### config.mk
export PLATFORM = sky130hd
export DESIGN_NAME = lba_to_chs_track_cache
export DESIGN_NICKNAME = d
export VERILOG_FILES = /design/src/rtl/lbachs_pkg.sv /design/src/rtl/lba_to_chs_track_cache.sv
export SDC_FILE = /design/constraint.sdc
export NUM_CORES = 1
export LEC_CHECK = 0
export BUFFER_PORTS_ARGS = -buffer_cell sky130_fd_sc_hd__buf_2
export CAP_MARGIN = 20
export CORE_ASPECT_RATIO = 0.7
export CORE_MARGIN = 2
export CORE_UTILIZATION = 60
export CTS_CLUSTER_DIAMETER = 200
export CTS_CLUSTER_SIZE = 8
export DETAILED_ROUTE_END_ITERATION = 6
export HOLD_SLACK_MARGIN = 0.05
export PLACE_DENSITY = 0.84
export REMOVE_ABC_BUFFERS = 1
export SYNTH_ARGS = -nofsm -noshare
export SYNTH_HDL_FRONTEND = slang
export SYNTH_SLANG_ARGS = --single-unit
### constraint.sdc
create_clock -name clk_i -period 6.8 [get_ports clk_i]
set_input_delay 0.34 -clock clk_i [delete_from_list [all_inputs] [get_ports clk_i]]
set_output_delay 0.34 -clock clk_i [all_outputs]
set_load 0.01 [all_outputs]
### src/rtl/lbachs_pkg.sv
// ----------------------------------------------------------------------------
// lbachs_pkg: shared types and constants for the LBA to CHS translator
// Holds the sequencer states, register indexes and fixed field widths.
// ----------------------------------------------------------------------------
package lbachs_pkg;

  // Fixed field widths of the request and result beats.
  localparam int unsigned ADDR_FIELD_W = 24;
  localparam int unsigned COUNT_W      = 8;
  localparam int unsigned TRACK_W      = 12;
  localparam int unsigned SPT_W        = 6;
  localparam int unsigned HEADS_W      = 5;
  localparam int unsigned CYL_W        = 8;
  localparam int unsigned DRIVE_W      = 2;
  localparam int unsigned HEAD_W       = 4;
  localparam int unsigned CFG_IDX_W    = 2;
  localparam int unsigned CFG_DATA_W   = 8;
  localparam int unsigned PROD_W       = HEADS_W + CYL_W;

  // Largest head count honored; larger settings are clamped to this.
  localparam logic [HEADS_W-1:0] MAX_HEADS = 5'd16;

  // Register reset values.
  localparam logic [SPT_W-1:0]   SPT_RESET   = 6'd18;
  localparam logic [HEADS_W-1:0] HEADS_RESET = 5'd2;
  localparam logic [CYL_W-1:0]   CYL_RESET   = 8'd80;
  localparam logic [DRIVE_W-1:0] DRIVE_RESET = 2'd0;

  // Commands of a request beat.
  localparam logic CMD_TRANSLATE  = 1'b0;
  localparam logic CMD_INVALIDATE = 1'b1;

  // Configuration register indexes.
  typedef enum logic [CFG_IDX_W-1:0] {
    CFG_SPT   = 2'd0,
    CFG_HEADS = 2'd1,
    CFG_CYL   = 2'd2,
    CFG_DRIVE = 2'd3
  } cfg_idx_e;

  // Sequencer states.
  typedef enum logic [2:0] {
    ST_IDLE,
    ST_DIV_TRACK,
    ST_CHECK,
    ST_DIV_HEAD,
    ST_ASSEMBLE,
    ST_OUTPUT
  } state_e;

endpackage

### src/rtl/lba_to_chs_track_cache.sv
// ----------------------------------------------------------------------------
// lba_to_chs_track_cache: block address to cylinder/head/sector translator
// Bit-serial translation of a linear sector address with a one-track cache.
// ----------------------------------------------------------------------------
// Usage. A request beat on the input channel (in_valid_i / in_stall_o) holds a
// command, a block address and a sector count. A translate command yields one
// result beat on the output channel (out_valid_o / out_stall_i) with cylinder,
// head, one-based sector, the drive/head command byte and the count clamped to
// the end of the track, plus the track-read and out-of-range flags. An
// invalidate command drops the cached track and answers with an all-zero beat.
// Geometry is set through the configuration write port (cfg_valid_i /
// cfg_ready_o), which is always ready; write it only while the block is idle.
// The track index is found by a restoring divider that produces one quotient
// bit per cycle, one bit for each address bit used; the head/cylinder split is
// a second such divider over the 12-bit track. A range check, the assembly and
// the load of the output register follow (an out-of-range track goes from the
// check straight to the load), and the next request is taken in the same cycle
// as the result can first be taken; an invalidate or a zero geometry goes from
// idle straight to the load of the output register.
// When the receiver stalls, the output register holds its beat; the following
// result then waits in the sequencer and no new request is taken until the
// held beat is out. Reset restores the default floppy geometry and empties
// the track cache.
// ----------------------------------------------------------------------------
module lba_to_chs_track_cache #(
  parameter int unsigned ADDRESS_BITS = 24
) (
  input  logic                                clk_i,
  input  logic                                rst_ni,
  // Request channel
  input  logic                                in_valid_i,
  output logic                                in_stall_o,
  input  logic                                command_i,
  input  logic [lbachs_pkg::ADDR_FIELD_W-1:0] block_address_i,
  input  logic [lbachs_pkg::COUNT_W-1:0]      sector_count_i,
  // Result channel
  output logic                                out_valid_o,
  input  logic                                out_stall_i,
  output logic [7:0]                          cylinder_o,
  output logic [3:0]                          head_o,
  output logic [5:0]                          sector_o,
  output logic [7:0]                          drive_head_byte_o,
  output logic [7:0]                          granted_count_o,
  output logic                                track_read_needed_o,
  output logic                                out_of_range_o,
  // Configuration write channel
  input  logic                                cfg_valid_i,
  output logic                                cfg_ready_o,
  input  logic [lbachs_pkg::CFG_IDX_W-1:0]    cfg_index_i,
  input  logic [lbachs_pkg::CFG_DATA_W-1:0]   cfg_data_i
);

  // Only the low address bits that both the field and the parameter allow
  // take part in the translation.
  localparam int unsigned AddrW = (ADDRESS_BITS < lbachs_pkg::ADDR_FIELD_W) ?
                                  ADDRESS_BITS : lbachs_pkg::ADDR_FIELD_W;
  localparam int unsigned CntW  = $clog2(AddrW);

  // Configuration registers.
  logic [lbachs_pkg::SPT_W-1:0]   spt_q;
  logic [lbachs_pkg::HEADS_W-1:0] heads_raw_q;
  logic [lbachs_pkg::CYL_W-1:0]   cyl_cnt_q;
  logic [lbachs_pkg::DRIVE_W-1:0] drive_q;

  // Track cache.
  logic [lbachs_pkg::TRACK_W-1:0] cached_track_q;
  logic                           cached_valid_q;

  // Sequencer and datapath.
  lbachs_pkg::state_e             state_q, state_d;
  logic [CntW-1:0]                cnt_q;
  logic [AddrW-1:0]               dvd_q;      // dividend in, quotient out
  logic [lbachs_pkg::SPT_W-1:0]   rem1_q;     // offset within the track
  logic [lbachs_pkg::TRACK_W-1:0] trk_q;      // track in, cylinder out
  logic [lbachs_pkg::HEAD_W-1:0]  rem2_q;     // head
  logic [lbachs_pkg::COUNT_W-1:0] count_q;
  logic [lbachs_pkg::COUNT_W-1:0] granted_q;
  logic                           need_q;

  // Pending result.
  logic [7:0] res_cyl_q;
  logic [3:0] res_head_q;
  logic [5:0] res_sector_q;
  logic [7:0] res_dh_q;
  logic [7:0] res_granted_q;
  logic       res_need_q;
  logic       res_oor_q;

  // Output register.
  logic       out_valid_q;
  logic [7:0] out_cyl_q;
  logic [3:0] out_head_q;
  logic [5:0] out_sector_q;
  logic [7:0] out_dh_q;
  logic [7:0] out_granted_q;
  logic       out_need_q;
  logic       out_oor_q;

  // Combinational helpers.
  logic                              in_accept;
  logic                              out_load;
  logic                              cnt_done;
  logic [lbachs_pkg::HEADS_W-1:0]    heads;
  logic                              zero_geom;
  logic [lbachs_pkg::SPT_W:0]        trial1;
  logic                              bit1;
  logic [lbachs_pkg::HEAD_W:0]       trial2;
  logic                              bit2;
  logic [lbachs_pkg::PROD_W-1:0]     track_limit;
  logic                              hit;
  logic                              beyond;
  logic [lbachs_pkg::SPT_W-1:0]      left;
  logic [lbachs_pkg::COUNT_W-1:0]    left_ext;

  assign cfg_ready_o = 1'b1;
  assign in_stall_o  = (state_q != lbachs_pkg::ST_IDLE);
  assign in_accept   = in_valid_i && !in_stall_o;
  assign out_load    = (state_q == lbachs_pkg::ST_OUTPUT) && (!out_valid_q || !out_stall_i);
  assign cnt_done    = (cnt_q == '0);

  assign heads     = (heads_raw_q > lbachs_pkg::MAX_HEADS) ? lbachs_pkg::MAX_HEADS
                                                             : heads_raw_q;
  assign zero_geom = (spt_q == '0) || (heads == '0);

  // One restoring step of the track division: bring in the next address bit.
  assign trial1 = {rem1_q, dvd_q[AddrW-1]};
  assign bit1   = (trial1 >= {1'b0, spt_q});

  // One restoring step of the head division. The remainder stays below the
  // head count, so four bits hold it.
  assign trial2 = {rem2_q, trk_q[lbachs_pkg::TRACK_W-1]};
  assign bit2   = (trial2 >= heads);

  // Range check and cache lookup on the finished track index.
  assign track_limit = lbachs_pkg::PROD_W'(heads) * lbachs_pkg::PROD_W'(cyl_cnt_q);
  assign hit    = cached_valid_q &&
                  ({{(AddrW-lbachs_pkg::TRACK_W){1'b0}}, cached_track_q} == dvd_q);
  assign beyond = (dvd_q >= {{(AddrW-lbachs_pkg::PROD_W){1'b0}}, track_limit});

  // Sectors left on the track from the wanted one.
  assign left     = spt_q - rem1_q;
  assign left_ext = {{(lbachs_pkg::COUNT_W-lbachs_pkg::SPT_W){1'b0}}, left};

  // Next-state logic.
  always_comb begin
    state_d = state_q;
    unique case (state_q)
      lbachs_pkg::ST_IDLE: begin
        if (in_accept) begin
          if (command_i == lbachs_pkg::CMD_INVALIDATE || zero_geom) begin
            state_d = lbachs_pkg::ST_OUTPUT;
          end else begin
            state_d = lbachs_pkg::ST_DIV_TRACK;
          end
        end
      end
      lbachs_pkg::ST_DIV_TRACK: begin
        if (cnt_done) begin
          state_d = lbachs_pkg::ST_CHECK;
        end
      end
      lbachs_pkg::ST_CHECK: begin
        if (!hit && beyond) begin
          state_d = lbachs_pkg::ST_OUTPUT;
        end else begin
          state_d = lbachs_pkg::ST_DIV_HEAD;
        end
      end
      lbachs_pkg::ST_DIV_HEAD: begin
        if (cnt_done) begin
          state_d = lbachs_pkg::ST_ASSEMBLE;
        end
      end
      lbachs_pkg::ST_ASSEMBLE: begin
        state_d = lbachs_pkg::ST_OUTPUT;
      end
      lbachs_pkg::ST_OUTPUT: begin
        if (out_load) begin
          state_d = lbachs_pkg::ST_IDLE;
        end
      end
      default: begin
        state_d = lbachs_pkg::ST_IDLE;
      end
    endcase
  end

  always_ff @(posedge clk_i or negedge rst_ni) begin
    if (!rst_ni) begin
      state_q <= lbachs_pkg::ST_IDLE;
    end else begin
      state_q <= state_d;
    end
  end

  // Configuration registers. Writes leave the track cache alone.
  always_ff @(posedge clk_i or negedge rst_ni) begin
    if (!rst_ni) begin
      spt_q       <= lbachs_pkg::SPT_RESET;
      heads_raw_q <= lbachs_pkg::HEADS_RESET;
      cyl_cnt_q   <= lbachs_pkg::CYL_RESET;
      drive_q     <= lbachs_pkg::DRIVE_RESET;
    end else if (cfg_valid_i && cfg_ready_o) begin
      unique case (lbachs_pkg::cfg_idx_e'(cfg_index_i))
        lbachs_pkg::CFG_SPT:   spt_q       <= cfg_data_i[lbachs_pkg::SPT_W-1:0];
        lbachs_pkg::CFG_HEADS: heads_raw_q <= cfg_data_i[lbachs_pkg::HEADS_W-1:0];
        lbachs_pkg::CFG_CYL:   cyl_cnt_q   <= cfg_data_i[lbachs_pkg::CYL_W-1:0];
        lbachs_pkg::CFG_DRIVE: drive_q     <= cfg_data_i[lbachs_pkg::DRIVE_W-1:0];
        default: begin
        end
      endcase
    end
  end

  // Track cache. An in-range miss takes the new track on the assumption
  // that the track read succeeds.
  always_ff @(posedge clk_i or negedge rst_ni) begin
    if (!rst_ni) begin
      cached_track_q <= '0;
      cached_valid_q <= 1'b0;
    end else if (in_accept && command_i == lbachs_pkg::CMD_INVALIDATE) begin
      cached_valid_q <= 1'b0;
    end else if (state_q == lbachs_pkg::ST_CHECK && !hit && !beyond) begin
      cached_track_q <= dvd_q[lbachs_pkg::TRACK_W-1:0];
      cached_valid_q <= 1'b1;
    end
  end

  // Serial dividers and result assembly.
  always_ff @(posedge clk_i) begin
    case (state_q)
      lbachs_pkg::ST_IDLE: begin
        dvd_q   <= block_address_i[AddrW-1:0];
        rem1_q  <= '0;
        count_q <= sector_count_i;
        cnt_q   <= CntW'(AddrW - 1);
        // Invalidate and zero geometry answer at once with a fixed beat.
        res_cyl_q     <= '0;
        res_head_q    <= '0;
        res_sector_q  <= '0;
        res_dh_q      <= '0;
        res_granted_q <= '0;
        res_need_q    <= 1'b0;
        res_oor_q     <= (command_i == lbachs_pkg::CMD_TRANSLATE);
      end
      lbachs_pkg::ST_DIV_TRACK: begin
        rem1_q <= bit1 ? lbachs_pkg::SPT_W'(trial1 - {1'b0, spt_q})
                       : trial1[lbachs_pkg::SPT_W-1:0];
        dvd_q  <= {dvd_q[AddrW-2:0], bit1};
        cnt_q  <= cnt_q - CntW'(1);
      end
      lbachs_pkg::ST_CHECK: begin
        need_q    <= !hit;
        granted_q <= (count_q < left_ext) ? count_q : left_ext;
        trk_q     <= dvd_q[lbachs_pkg::TRACK_W-1:0];
        rem2_q    <= '0;
        cnt_q     <= CntW'(lbachs_pkg::TRACK_W - 1);
        res_oor_q <= 1'b1;  // only kept when the track is out of range
      end
      lbachs_pkg::ST_DIV_HEAD: begin
        rem2_q <= bit2 ? lbachs_pkg::HEAD_W'(trial2 - heads)
                       : trial2[lbachs_pkg::HEAD_W-1:0];
        trk_q  <= {trk_q[lbachs_pkg::TRACK_W-2:0], bit2};
        cnt_q  <= cnt_q - CntW'(1);
      end
      lbachs_pkg::ST_ASSEMBLE: begin
        res_cyl_q     <= trk_q[7:0];
        res_head_q    <= rem2_q;
        res_sector_q  <= rem1_q + lbachs_pkg::SPT_W'(1);
        res_dh_q      <= {2'b10, rem2_q, drive_q};
        res_granted_q <= granted_q;
        res_need_q    <= need_q;
        res_oor_q     <= 1'b0;
      end
      default: begin
      end
    endcase
  end

  // Output register: holds the beat until the receiver takes it.
  always_ff @(posedge clk_i or negedge rst_ni) begin
    if (!rst_ni) begin
      out_valid_q <= 1'b0;
    end else if (out_load) begin
      out_valid_q <= 1'b1;
    end else if (!out_stall_i) begin
      out_valid_q <= 1'b0;
    end
  end

  always_ff @(posedge clk_i) begin
    if (out_load) begin
      out_cyl_q     <= res_cyl_q;
      out_head_q    <= res_head_q;
      out_sector_q  <= res_sector_q;
      out_dh_q      <= res_dh_q;
      out_granted_q <= res_granted_q;
      out_need_q    <= res_need_q;
      out_oor_q     <= res_oor_q;
    end
  end

  assign out_valid_o         = out_valid_q;
  assign cylinder_o          = out_cyl_q;
  assign head_o              = out_head_q;
  assign sector_o            = out_sector_q;
  assign drive_head_byte_o   = out_dh_q;
  assign granted_count_o     = out_granted_q;
  assign track_read_needed_o = out_need_q;
  assign out_of_range_o      = out_oor_q;

endmodule
== After elaboration in Yosys (flattened, before gate mapping) ==
Index checks and enable logic that the tools add are counted.

* Memories kept: 0
* Register bits after elaboration: 178
* Input bits: 48
* ROM bits: 0
* Word-level logic and storage cells: 119
* Latch bits: 0
* Memory bits (writable): 0

* Divide/modulo/power cells: 0
* Bitwise operators: 2
* Shifts and indexed selects: 0
* Muxes and demuxes: 27
* $mul: 1
* $lt $le $gt $ge: 5
* $add $sub $neg: 5
* Eq/ne operators: 14
* Reductions and logical operators: 34

{| class="wikitable"
|+ Operator list
! kind !! count
|-
| 24-bit one-hot mux with 2 select lines || 1
|-
| 8-bit one-hot mux with 2 select lines || 3
|-
| 12-bit by 24-bit equality test with 1-bit output || 1
|-
| 24-bit by 13-bit >= comparator with 1-bit output || 1
|-
| 12-bit one-hot mux with 2 select lines || 1
|-
| 6-bit one-hot mux with 2 select lines || 2
|-
| 3-bit 2-to-1 mux || 6
|-
| 3-bit one-hot mux with 6 select lines || 1
|-
| 4-bit one-hot mux with 2 select lines || 2
|-
| 5-bit one-hot mux with 3 select lines || 1
|-
| 5-bit by 8-bit multiplier with 13-bit output || 1
|-
| 6-bit 2-to-1 mux || 2
|-
| 6-bit subtractor || 2
|-
| 5-bit logical NOT || 2
|-
| 2-bit AND reduction || 5
|-
| 3-bit nonzero test || 3
|-
| 8-bit by 6-bit less-than comparator with 1-bit output || 1
|-
| 2-bit inequality test, second input constant || 4
|-
| 2-bit nonzero test || 4
|-
| 7-bit by 6-bit >= comparator with 1-bit output || 1
|-
| 1-bit logical AND || 7
|-
| 6-bit by 1-bit adder with 6-bit output, second input constant || 1
|-
| 3-bit by 2-bit equality test with 1-bit output, second input constant || 2
|-
| 3-bit equality test, second input constant || 2
|-
| 21 further kinds || 32
|}

== Logic depth before layout (Yosys ltp) ==
* Depth after elaboration: 8
* Depth in mapped cells: 22
* Mapped depth without buffers: 21

== Worst setup path after synthesis ==
No wires, ideal clock.

* Path kind: flip-flop to flip-flop
* Start: reg heads_raw_q[4] (netlist name)
* End: reg cached_track_q[10] (netlist name)
* Arrival: 5223 ps
* Setup time: 125 ps
* Path slack: 1452 ps
* Stages on the path, launching flop included: 22
* Cell sequence: dfrtp_1 -> nor2b_1 -> nand2_1 -> fa_1 -> fa_1 -> fa_1 -> inv_1 -> ha_1 -> a21o_1 -> a21oi_1 -> o21ai_1 -> or4_1 -> nand2_1 -> xor2_1 -> ha_1 -> nand2_1 -> o21ai_0 -> a211oi_1 -> o21ai_1 -> nor3_2 -> buf_6 -> mux2_4

* Cells in the longest elaborated chain, start to end: 7

{| class="wikitable"
|+ RTL lines
! item !! RTL line !! RTL
|-
| start, declared || lba_to_chs_track_cache.sv:61 || <nowiki>logic [lbachs_pkg::HEADS_W-1:0] heads_raw_q;</nowiki>
|-
| start signal, assigned || lba_to_chs_track_cache.sv:200 || <nowiki>heads_raw_q <= lbachs_pkg::HEADS_RESET;</nowiki>
|-
| start signal, assigned || lba_to_chs_track_cache.sv:206 || <nowiki>lbachs_pkg::CFG_HEADS: heads_raw_q <= cfg_data_i[lbachs_pkg::HEADS_W-1:0];</nowiki>
|-
| 5-bit > comparator || lba_to_chs_track_cache.sv:121 || <nowiki>assign heads = (heads_raw_q > lbachs_pkg::MAX_HEADS) ? lbachs_pkg::MAX_HEADS</nowiki>
|-
| 5-bit 2-to-1 mux * || lba_to_chs_track_cache.sv:121 ||
|-
| 5-bit by 8-bit multiplier with 13-bit output * || lba_to_chs_track_cache.sv:135 || <nowiki>assign track_limit = lbachs_pkg::PROD_W'(heads) * lbachs_pkg::PROD_W'(cyl_cnt_q);</nowiki>
|-
| 24-bit by 13-bit >= comparator with 1-bit output * || lba_to_chs_track_cache.sv:138 || <nowiki>assign beyond = (dvd_q >= {{(AddrW-lbachs_pkg::PROD_W){1'b0}}, track_limit});</nowiki>
|-
| 1-bit logical NOT * || lba_to_chs_track_cache.sv:223 || <nowiki>end else if (state_q == lbachs_pkg::ST_CHECK && !hit && !beyond) begin</nowiki>
|-
| 1-bit logical AND * || lba_to_chs_track_cache.sv:223 ||
|-
| 2-bit AND reduction (no source line) * || -- ||
|-
| end signal, assigned || lba_to_chs_track_cache.sv:224 || <nowiki>cached_track_q <= dvd_q[lbachs_pkg::TRACK_W-1:0];</nowiki>
|-
| end, declared || lba_to_chs_track_cache.sv:66 || <nowiki>logic [lbachs_pkg::TRACK_W-1:0] cached_track_q;</nowiki>
|}

Mark *: on every way between the ends. The rest lies on a longest branch, timed or not.
A chain may end at the register's enable or synchronous reset.

== Worst setup path after layout ==
* Start: reg heads_raw_q[4] (netlist name)
* End: reg cached_track_q[1] (netlist name)

The elaborated chain is that of the path after synthesis.

==> impl_metrics.json <==
{
  "status": "finished clean",
  "arrival_ns": 6.40,
  "crit_start": "heads_raw_q[4]",
  "clock_skew_ns": 0.008660,
  "clkPwrFrac_pct": 22.5,
  "syn_area_mm2": 0.009005,
  "wl_met1_mm": 8.430,
  "dp_slack_ns": 0.8280,
  "yosysWarnings": 0,
  "diodes": 0,
  "drt_iter0_markers": 593,
  "ys_seq_area_share_pct": 53.98,
  "synth-edff-count": 130,
  "p_sw_share_pct": 38.54,
  "clk_latency_ns": 0.44,
  "max_freq_mhz": 164.6,
  "cap_violations": 0,
  "nNetsFinal": 993,
  "drc": 0,
  "clk_path_buf_depth": 2,
  "die_width_um": 150.4,
  "fillers": 1001,
  "grt.overflow.total": 0,
  "vias_per_cell": 5.543,
  "initial_utilization_pct": 61.36,
  "wl_met3_mm": 1.319,
  "synth-seq-cells": 168,
  "synthCells": 779,
  "port-buffer-count": 84,
  "final_common_cell": "nand2_1",
  "wl_met2_mm": 8.183,
  "powerDensity_mw_per_mm2": 433.9,
  "post-route-min-period_ns": 6.076,
  "final-setup-viol-count": 0,
  "async_reset_ff_share_pct": 22.62,
  "root_buffer": "clkbuf_16",
  "hold_violations": 0,
  "fin_util_pct": 69.84,
  "cts.clk_slew.worst_paths_ns": 0.07,
  "stdcell_area_mm2": 0.01025,
  "vdd_drop_max_mv": 0.2405,
  "synth_ff_type": "edfxtp_1",
  "finalWorstSetupSlack_ns": 0.7240,
  "cts_buffers": 17,
  "fp.coreArea_mm2": 0.01468,
  "hold_class": "in -> reg",
  "cts_tree": "built",
  "p_sw_uw": 1714,
  "synth_area_leaders": "edfxtp_1 (43%), dfrtp_1 (9.2%), ha_1 (7.9%)",
  "hpwl_mm": 13.40,
  "hold_buffers": 1,
  "routabilityCongestion": 0.9055,
  "critPathKind": "reg -> reg",
  "critPathBufInv": 2,
  "placementRows": 37,
  "crit_path_max_incr_delay_ns": 0.55,
  "multi_input_area_mm2": 0.003812,
  "synth.avg_cell_area_um2": 11.56,
  "highest_layer": "met4",
  "grt_pass1_vias": 5712,
  "fp.dieH_um": 106.5,
  "io_pins": 87,
  "layout_common_cells": "nand2_1 (151), edfxtp_1 (130), buf_2 (84), inv_1 (60), ha_1 (57)",
  "r2r_end": "cached_track_q[1]",
  "slowest_stage": "fa_1",
  "postCtsSetupBuffers": 0,
  "hold_end": "count_q[6]",
  "hold_slack_ns": 0.07632,
  "timing.final.crit_share_pct": 89.35,
  "area_growth_pct": 13.82,
  "wirelength_mm": 18.24,
  "fin_tns_setup_ns": 0,
  "r2r_cells": 21,
  "comb_power_share_pct": 38.6,
  "critPathRequiredTime_ns": 7.12,
  "grtUsageTotal_pct": 24.49,
  "slew_headroom_pct": 32.33,
  "sequentialPowerShare_pct": 38.9,
  "yosysUniqueCellTypes": 56,
  "drv_slew": 0,
  "wl_per_cell_um": 16.98,
  "postPlaceCellArea_mm2": 0.009615,
  "ant_nets": 0,
  "worst_hold_startpoint": "sector_count_i[6]",
  "htreeDepth": 4,
  "fp.dieArea_mm2": 0.01602,
  "vias": 5953,
  "worstPathMaxFanout": 14,
  "p_leak_uw": 0.004558,
  "worstMarginPinSlew_ns": 1.015,
  "worstSetupEndpointType": "flip-flop",
  "yosysTopAreaCellShare_pct": 43.35,
  "whs_path_depth": 1,
  "reg2reg_from": "heads_raw_q[4]",
  "crit_path_start_kind": "flip-flop",
  "crit_family": "adder cells",
  "r2r_setup_slack_ns": 0.72,
  "firstDrtPassIters": 5,
  "internal_power_uw": 2733,
  "seq_area_mm2": 0.004861,
  "rsz0062_at_grt": "false",
  "netlist.top_cell.by_area": "edfxtp_1",
  "cts_resized": 0,
  "grt_pass1_wl_mm": 29.74,
  "path_cells": "nor2b_1 -> nand2_1 -> fa_1 -> fa_1 -> fa_1 -> inv_1 -> ha_1 -> a21o_1 -> a21oi_1 -> o21ai_1 -> or4_1 -> nand2_1 -> xor2_1 -> ha_1 -> nand2_1 -> o21ai_0 -> o211ai_1 -> o21ai_1 -> nor3_2 -> buf_4 -> mux2_2",
  "grt_max_degree": 57,
  "antenna_found_initial": 0,
  "drive_above_1_share_pct": 18.66,
  "cts.sinks": 168
}
[stage by stage]
stage	total power, uW	instances
final	4447	1074
after global routing	4782	1074
after CTS	4434	1073
after detailed placement	3418	1041
after global placement	3333	1041
after floorplan	2920	755
[sequential cells by signal, indices dropped and copies added (netlist names), 8 cells and up]
name,cells
dvd_q,24
cached_track_q,12
trk_q,12
count_q,8
cyl_cnt_q,8
cylinder_o,8
granted_count_o,8
granted_q,8
res_cyl_q,8
res_granted_q,8
[metal layers]
layer,up-vias,track usage [%]
li1,2881,-
met1,2833,35.73
met2,214,36.62
met3,25,5.794
met4,0,7.480
met5,-,0
[logic make-up (layout without fill, tap and decap cells)]
group | after synthesis | in the layout | share of synthesized area (%)
simple gates | 291 | 291 | 15.63
flops | 168 | 168 | 53.98
buf+inv | 86 | 184 | 3.918
compound gates | 85 | 85 | 5.850
fa+ha+maj | 78 | 78 | 12.59
xor+xnor | 35 | 35 | 3.404
mux | 34 | 34 | 4.544
other cells | 2 | 4 | 0.08340
[Yosys cell counts (2+ instances only)]
| master | number |
|---|---|
| a211o_1 | 2 |
| a211oi_1 | 3 |
| a21boi_0 | 2 |
| a21o_1 | 4 |
| a21oi_1 | 17 |
| a31oi_1 | 3 |
| and2_1 | 30 |
| and3_1 | 25 |
| buf_4 | 6 |
| clkbuf_1 | 18 |
| conb_1 | 2 |
| dfrtp_1 | 33 |
| dfstp_2 | 5 |
| edfxtp_1 | 130 |
| fa_1 | 21 |
| ha_1 | 57 |
| inv_1 | 60 |
| mux2_2 | 18 |
| mux2_4 | 9 |
| mux2i_1 | 6 |
| nand2_1 | 151 |
| nand2b_1 | 3 |
| nand3_1 | 10 |
| nand3b_1 | 5 |
| nand4_1 | 2 |
| nand4b_1 | 2 |
| nor2_1 | 24 |
| nor2b_1 | 10 |
| nor3_1 | 9 |
| nor3_2 | 2 |
| nor3b_1 | 2 |
| nor4_1 | 6 |
| o211ai_1 | 4 |
| o21a_1 | 5 |
| o21ai_0 | 28 |
| o21ai_1 | 4 |
| o311a_1 | 2 |
| o31ai_1 | 5 |
| or4_1 | 4 |
| xnor2_1 | 16 |
| xor2_1 | 19 |
[worst register-to-register path, delay by kind of cell, from the launching register on]
kind / cells / cell delay (ns)
adder cells (fa/ha/maj): 5 / 2.14
XOR/XNOR: 1 / 0.16
buffers and inverters: 2 / 0.31
flip-flops: 1 / 0.54
AND/OR/NAND/NOR: 6 / 1.42
multiplexers: 1 / 0.36
AO/OA/AOI/OAI: 6 / 1.02
[layout make-up]
class / count / area share (%)
inverter: 60 / 2.197
timing repair buffer: 93 / 4.858
multi-input combinational: 527 / 37.19
clock buffer: 17 / 4.150
clock inverter: 14 / 1.794
tap: 195 / 2.380
sequential: 168 / 47.42
[worst max path at each step]
| stage | to | slack, ns | depth (start not counted) |
|---|---|---|---|
| after global placement | cached_track_q[11] | 1.09 | 21 |
| after global routing | cached_track_q[0] | 0.38 | 21 |
| after detailed placement | cached_track_q[11] | 0.83 | 21 |
| final | cached_track_q[1] | 0.72 | 21 |
| after floorplan | cached_track_q[0] | 0.96 | 20 |
| after CTS | cached_track_q[1] | 0.78 | 21 |
[power by group through the flow]
stage / logic [uW] / registers (uW) / clock network [uW]
floorplan: 1260 / 1660 / 0
global placement: 1610 / 1720 / 0
detailed placement: 1680 / 1740 / 0
CTS: 1710 / 1720 / 1010
global route: 1970 / 1750 / 1050
finish: 1720 / 1730 / 1000
(Power assumes the default switching activity.)
